===== src/rtl/core/char_class_tokenizer_top_macros.svh =====
// assertion macros for the character class tokenizer
// used by rtl modules that carry concurrent checks, no other dependencies
`ifndef CHAR_CLASS_TOKENIZER_TOP_MACROS_SVH
`define CHAR_CLASS_TOKENIZER_TOP_MACROS_SVH

`ifndef ASSERT_OFF

// check clocked on clk_i, masked while rst_ni is low
`define CCT_ASSERT(lbl, prop, msg) \
  lbl: assert property (@(posedge clk_i) disable iff (!rst_ni) prop) else $error(msg);

// check clocked on clk_i, also active during reset
`define CCT_ASSERT_ALWAYS(lbl, prop, msg) \
  lbl: assert property (@(posedge clk_i) prop) else $error(msg);

`else

`define CCT_ASSERT(lbl, prop, msg)
`define CCT_ASSERT_ALWAYS(lbl, prop, msg)

`endif

`endif


===== src/rtl/core/cct_pkg.sv =====
// shared constants and types for the character class tokenizer
// no dependencies
`default_nettype none

package cct_pkg;

  localparam int TOKEN_LEN  = 64;
  localparam int MAX_TOKENS = 256;

  localparam int BYTE_W    = 8;
  localparam int CLS_W     = 3;
  localparam int ACT_W     = 2;
  localparam int TBL_DEPTH = 256;

  // internal counters, sized to hold their saturation value
  localparam int SLOT_W = $clog2(MAX_TOKENS + 1);
  localparam int COL_W  = $clog2(TOKEN_LEN + 1);

  // result field widths
  localparam int SLOT_FW = 8;
  localparam int COL_FW  = 6;
  localparam int CNT_FW  = 9;
  localparam int CNT_MAX = (1 << CNT_FW) - 1;

  localparam int MAX_RES = 4;
  localparam int RES_IW  = $clog2(MAX_RES);
  localparam int RES_CW  = $clog2(MAX_RES + 1);

  localparam int IN_TDATA_W  = 16;
  localparam int OUT_TDATA_W = 32;

  localparam logic [BYTE_W-1:0] BACKSLASH = 8'h5C;

  // action codes
  typedef logic [ACT_W-1:0] action_t;
  localparam action_t ACT_LOAD = 2'd0;
  localparam action_t ACT_BYTE = 2'd1;
  localparam action_t ACT_EOL  = 2'd2;

  // byte classes
  typedef logic [CLS_W-1:0] cls_t;
  localparam cls_t CLS_LETTER = 3'd0;
  localparam cls_t CLS_IGNORE = 3'd1;
  localparam cls_t CLS_DELIM  = 3'd2;
  localparam cls_t CLS_SWAP   = 3'd3;
  localparam cls_t CLS_QUOTE  = 3'd4;

  // result kinds
  localparam logic KIND_WRITE  = 1'b0;
  localparam logic KIND_REPORT = 1'b1;

  typedef struct packed {
    action_t           action;
    logic [BYTE_W-1:0] char_byte;
    cls_t              cls;
  } item_t;

  typedef struct packed {
    logic               kind;
    logic [SLOT_FW-1:0] slot;
    logic [COL_FW-1:0]  column;
    logic [BYTE_W-1:0]  value;
    logic [CNT_FW-1:0]  tok_cnt;
    logic               overflow;
    logic               last;
  } res_t;

  typedef res_t [MAX_RES-1:0] res_arr_t;

endpackage

`default_nettype wire


===== src/rtl/core/cct_ram.sv =====
// generic single write port ram with registered read
// no dependencies
`default_nettype none

module cct_ram #(
  parameter int WIDTH = 8,
  parameter int DEPTH = 256
) (
  input  wire logic                     clk_i,
  input  wire logic                     we_i,
  input  wire logic [$clog2(DEPTH)-1:0] waddr_i,
  input  wire logic [WIDTH-1:0]         wdata_i,
  input  wire logic                     re_i,
  input  wire logic [$clog2(DEPTH)-1:0] raddr_i,
  output logic      [WIDTH-1:0]         rdata_o
);

  logic [WIDTH-1:0] mem_q [DEPTH];

  always_ff @(posedge clk_i) begin
    if (we_i) begin
      mem_q[waddr_i] <= wdata_i;
    end
    if (re_i) begin
      rdata_o <= mem_q[raddr_i];
    end
  end

endmodule

`default_nettype wire


===== src/rtl/core/cct_front.sv =====
// input stage: class table ram with per-entry valid bits and the item register
// depends on cct_pkg and cct_ram
`default_nettype none

module cct_front import cct_pkg::*; (
  input  wire logic                  clk_i,
  input  wire logic                  rst_ni,
  input  wire logic                  s_axis_tvalid,
  output logic                       s_axis_tready,
  input  wire logic [IN_TDATA_W-1:0] s_axis_tdata,
  input  wire logic [ACT_W-1:0]      s_axis_tuser,
  input  wire logic                  fire_i,
  output logic                       item_vld_o,
  output item_t                      item_o
);

  logic                  acc;
  logic [BYTE_W-1:0]     in_byte;
  cls_t                  in_cls;
  logic                  tbl_we;
  cls_t                  tbl_rdata;
  logic [TBL_DEPTH-1:0]  tv_q;
  logic                  hit_q;
  logic                  vld_q;
  action_t               act_q;
  logic [BYTE_W-1:0]     byte_q;

  assign in_byte       = s_axis_tdata[BYTE_W-1:0];
  assign in_cls        = s_axis_tdata[BYTE_W+CLS_W-1:BYTE_W];
  assign s_axis_tready = !vld_q || fire_i;
  assign acc           = s_axis_tvalid && s_axis_tready;
  assign tbl_we        = acc && (s_axis_tuser == ACT_LOAD);

  cct_ram #(
    .WIDTH (CLS_W),
    .DEPTH (TBL_DEPTH)
  ) u_tbl (
    .clk_i   (clk_i),
    .we_i    (tbl_we),
    .waddr_i (in_byte),
    .wdata_i (in_cls),
    .re_i    (acc),
    .raddr_i (in_byte),
    .rdata_o (tbl_rdata)
  );

  always_ff @(posedge clk_i or negedge rst_ni) begin
    if (!rst_ni) begin
      tv_q  <= '0;
      vld_q <= 1'b0;
    end else begin
      if (tbl_we) begin
        tv_q[in_byte] <= 1'b1;
      end
      if (acc) begin
        vld_q <= 1'b1;
      end else if (fire_i) begin
        vld_q <= 1'b0;
      end
    end
  end

  always_ff @(posedge clk_i) begin
    if (acc) begin
      act_q  <= s_axis_tuser;
      byte_q <= in_byte;
      hit_q  <= tv_q[in_byte];
    end
  end

  // never-written entries read as letter
  assign item_vld_o       = vld_q;
  assign item_o.action    = act_q;
  assign item_o.char_byte = byte_q;
  assign item_o.cls       = hit_q ? tbl_rdata : CLS_LETTER;

endmodule

`default_nettype wire


===== config.mk =====
export PLATFORM = sky130hd
export DESIGN_NAME = cct_front
export DESIGN_NICKNAME = d
export VERILOG_FILES = /design/src/rtl/core/char_class_tokenizer_top_macros.svh /design/src/rtl/core/cct_pkg.sv /design/src/rtl/core/cct_ram.sv /design/src/rtl/core/cct_front.sv
export SDC_FILE = /design/constraint.sdc
export NUM_CORES = 1
export LEC_CHECK = 0
export BUFFER_PORTS_ARGS = -buffer_cell sky130_fd_sc_hd__buf_2
export CAP_MARGIN = 20
export CORE_MARGIN = 1
export CORE_UTILIZATION = 57
export DETAILED_ROUTE_END_ITERATION = 7
export PLACE_DENSITY = 0.72
export RECOVER_POWER = 25
export SLEW_MARGIN = 20
export SYNTH_ARGS = -nofsm -noshare
export SYNTH_HDL_FRONTEND = slang
export SYNTH_SLANG_ARGS = --single-unit

===== constraint.sdc =====
create_clock -name clk_i -period 1.8 [get_ports clk_i]
set_clock_uncertainty 0.1 [all_clocks]
set_input_delay 0.18 -clock clk_i [delete_from_list [all_inputs] [get_ports clk_i]]
set_output_delay 0.18 -clock clk_i [all_outputs]
set_load 0.03 [all_outputs]

==> results.txt <==
The die width is 270.6 um. The final setup slack of the worst path came out at -692.9 ps. The maximum fanout encountered on the critical timing path came out at 1. The total track usage is 31.69%. The number of antenna diodes in the final layout is 0.

The initial antenna violation count is 3. The clock-pin slew on the worst setup and hold paths is 60 ps. The largest net degree at the start of global routing is 67. The number of max-cap violations is 0. The post-synthesis cell type count came out at 22. The number of standard cells after synthesis is 2274. STA classifies the critical path startpoint as a flop. The tree is rooted in a clkbuf_16. The global-route wire length before repair is 168100 um. The count of endpoints failing hold in the final timing report came to 0. The maximum ir drop on the vdd rail is 901.9 uV. The number of nets in the synthesized netlist is 2296. Sequential cells burn 50.7% of the power. The routed length per instance is 31.36 um. The die is 270.6 um tall. The fill cell instance count of the final layout came out at 3709. Of the cells placed in the final design, the portion with a size suffix greater than 1 is 43.97%.

The final reports fail on negative setup slack. The endpoint arrival time on the critical path is 2780 ps. The number of vias per cell came out at 6.673. Of the available clock period, the critical path in the final layout requires 138.5%. The aggregate negative setup slack came out at -269740 ps. The cell internal power dissipation came out at 40.19 mW. Headroom to the max-slew limit came out at 5.263%. The CTS buffer count came out at 103. The congestion estimate from routability-driven global placement came to 0.8411. The cell area that synthesis handed to floorplanning was 0.04111 mm^2. Setup violations remaining at the end of the flow were counted as 1052. STA classifies the critical path endpoint as a flop. Per report_power, the combinational group accounts for 6.3% of the total.

The first detailed-routing pass took 8 iterations. The clock drives 1039 sinks. In this run the standard cell core region covers 0.07149 mm^2.

The synthesized area per cell came out at 18.08 um^2. For the pin with the worst max-slew slack, the measured transition is 1421 ps. The run finished, with violations left.

The count of nets left with antenna violations once routing finished came out at 0. The DRC violation count after routing came out at 0. For this block, the routed nets add up to 114600 um of wire.

The top achievable clock speed is 0.4011 GHz. The switching portion of total power is 21.73%. The clock share of power came out at 43.0%. The share of the yosys chip area belonging to registers came out at 72.76%.

In this run the number of H-tree levels came out at 3. The worst hold path belongs to the class in -> reg. The number of nets in the layout is 2636. The analysis attributes to cell leakage a power of 18.40 nW.

The required arrival time at the worst endpoint came out at 2080 ps. The total half-perimeter wirelength after legalization and detailed placement came out at 66980 um. The routed layout has 24383 vias.

Setup repair after global routing could not meet its margin everywhere. The clock tree buffer depth came out at 3. The critical path is of the reg -> reg type. Summing all multi-input logic gate instances after layout gives 0.01328 mm^2.

The number of warnings reported in the yosys synthesis log came out at 0. The count of buffers inserted at the top-level ports came out at 31. The smallest clock period supported by the final layout is computed as 2493 ps. The worst-skew pair later-pin latency came out at 650 ps.

The detailed router's first-iteration violation count came out at 2653. The die outline area is 0.07321 mm^2. 37 I/O pins were placed. TritonCTS built the clock tree. The power dissipated by switching net loads is 11.16 mW. In the final layout, flip-flops and latches occupy 0.02991 mm^2. The count of final max-slew check failures is 0. The via count of the first global-routing pass came out at 25421. The synthesis-to-finish area growth came out at 30.74%.

The sum of overflow across all layers after global routing came out at 0. The completed layout was analyzed and its total power is 51.34 mW. The starting density of the core came out at 57.51%. The number of cell rows is 98. Counting flops and latches in the post-synthesis netlist gives 1039. The power per unit of standard cell area came out at 955.2 mW/mm^2.
## cells by family after synthesis
kind of cell           share of synthesized area, %
flip-flops                                    72.76
AO/OA/AOI/OAI                                 8.132
AND/OR/NAND/NOR                               3.071
multiplexers                                  14.02
buffers and inverters                         2.015
## cells in the mapped netlist (all sizes together)
master  instances  area share, %
nand4           5          0.076
dfrtp         257             16
buf            54           0.73
a21oi          64           0.78
and2            6          0.091
nand2          30           0.27
nand2b          3          0.046
edfxtp        782             57
a22oi         128            2.3
nor2          262            2.4
nor3            2          0.024
inv             1         0.0091
nand3           5          0.061
nor2b           6          0.091
clkbuf        140            1.3
or2             1          0.015
o21bai        256            4.7
o41ai          16           0.34
mux4          256             14
## cells in the final DEF (no fill, tap or decap), types with 7 or more instances in the layout
cell           synthesis  routed
buf_4                  9     170
buf_2                 20      20
o41ai_4                0       8
a21oi_2                0      14
o21bai_1             256     244
clkbuf_8               0       8
a22oi_2                0      23
a22oi_1              128     105
clkinv_2               0      18
o21bai_4               0      12
nor2_4                 0     259
mux4_2               256     256
clkbuf_16              0     121
a21oi_1               64      47
clkbuf_2               0       7
buf_6                  5      14
clkinv_1               0      15
bufinv_16              0      10
edfxtp_1             782     782
buf_8                  0      22
buf_16                 0      34
nand2_8                0      16
dlygate4sd3_1          0      16
dfrtp_1              257     256
buf_12                 0     128
clkbuf_1             140      28
## power groups by stage
stage	Clock, mW	Sequential (mW)	Combinational [mW]
2_1_floorplan	0	26.5	1.41
3_3_place_gp	0	26.5	2.90
3_5_place_dp	0	26.5	2.94
4_1_cts	22.2	26.0	3.18
5_1_grt	23.2	26.0	3.38
6_report	22.1	26.0	3.24
## per-stage QoR
step | setup slack (ps) | hold WS [ps] | utilization, % | cells | area [um^2]
6_report | -692.9 | 175.8 | 75.19 | 3654 | 53750
5_1_grt | -746.6 | 175.0 | 75.19 | 3654 | 53750
4_1_cts | -589.1 | 134.0 | 74.72 | 3648 | 53420
3_5_place_dp | -1741 | 39.06 | 65.73 | 3358 | 46990
3_3_place_gp | -1733 | 37.46 | 65.73 | 3358 | 46990
2_1_floorplan | -276.6 | -215.6 | - | 2274 | 43600
## timing repair
| action | in CTS | in global routing |
|---|---|---|
| hold buffers | 16 | 0 |
| pin swaps | 117 | 77 |
| setup endpoints to repair | 987 | 1032 |
| buffers inserted | 41 | 4 |
| resized for setup | 270 | 50 |
| gates cloned | 39 | 12 |
| endpoints found under the hold margin | 368 | 0 |
## final cells by class
cell class / count / share of cell area, %
clock buffers: 139 / 5.472
clock inverters: 56 / 1.045
inverters: 1 / 0.006983
multi-input cells: 1040 / 24.71
flip-flops and latches: 1039 / 55.65
well taps: 950 / 2.211
repair buffers: 429 / 10.90
## worst max-delay path: stages, from the launching register on
cell,delay (ps)
edfxtp_1,370
mux4_2,520
a22oi_2,240
a21oi_4,120
o41ai_4,610
buf_4,200
nand4_1,80
## worst paths after layout
path	startpoint	to	slack, ps	depth (start not counted)
min in group asynchronous	rst_ni	tv_q[155]	550	3
min	s_axis_tuser[1]	act_q[1]	180	2
max	u_tbl.mem_q[7][0]	u_tbl.rdata_o[0]	-690	6
max reg2reg	u_tbl.mem_q[7][0]	u_tbl.rdata_o[0]	-690	6
min reg2reg	tv_q[154]	tv_q[154]	370	1
max in group asynchronous	rst_ni	tv_q[110]	360	4
## registers in the layout (all words and copies together), names as in the netlist
register       cells
u_tbl.mem_q      768
tv_q             256
byte_q             8
u_tbl.rdata_o      3
act_q              2
hit_q              1
item_vld_o         1
## metal layers
metal	share of wire [%]	vias up	track usage (%)
met5	0.035	-	0
met4	3.7	6	13.48
met3	9.2	257	7.651
met2	49	1475	49.26
met1	38	12902	43.36
li1	-	9743	-
No activity file was read; power rests on OpenSTA's default activity.
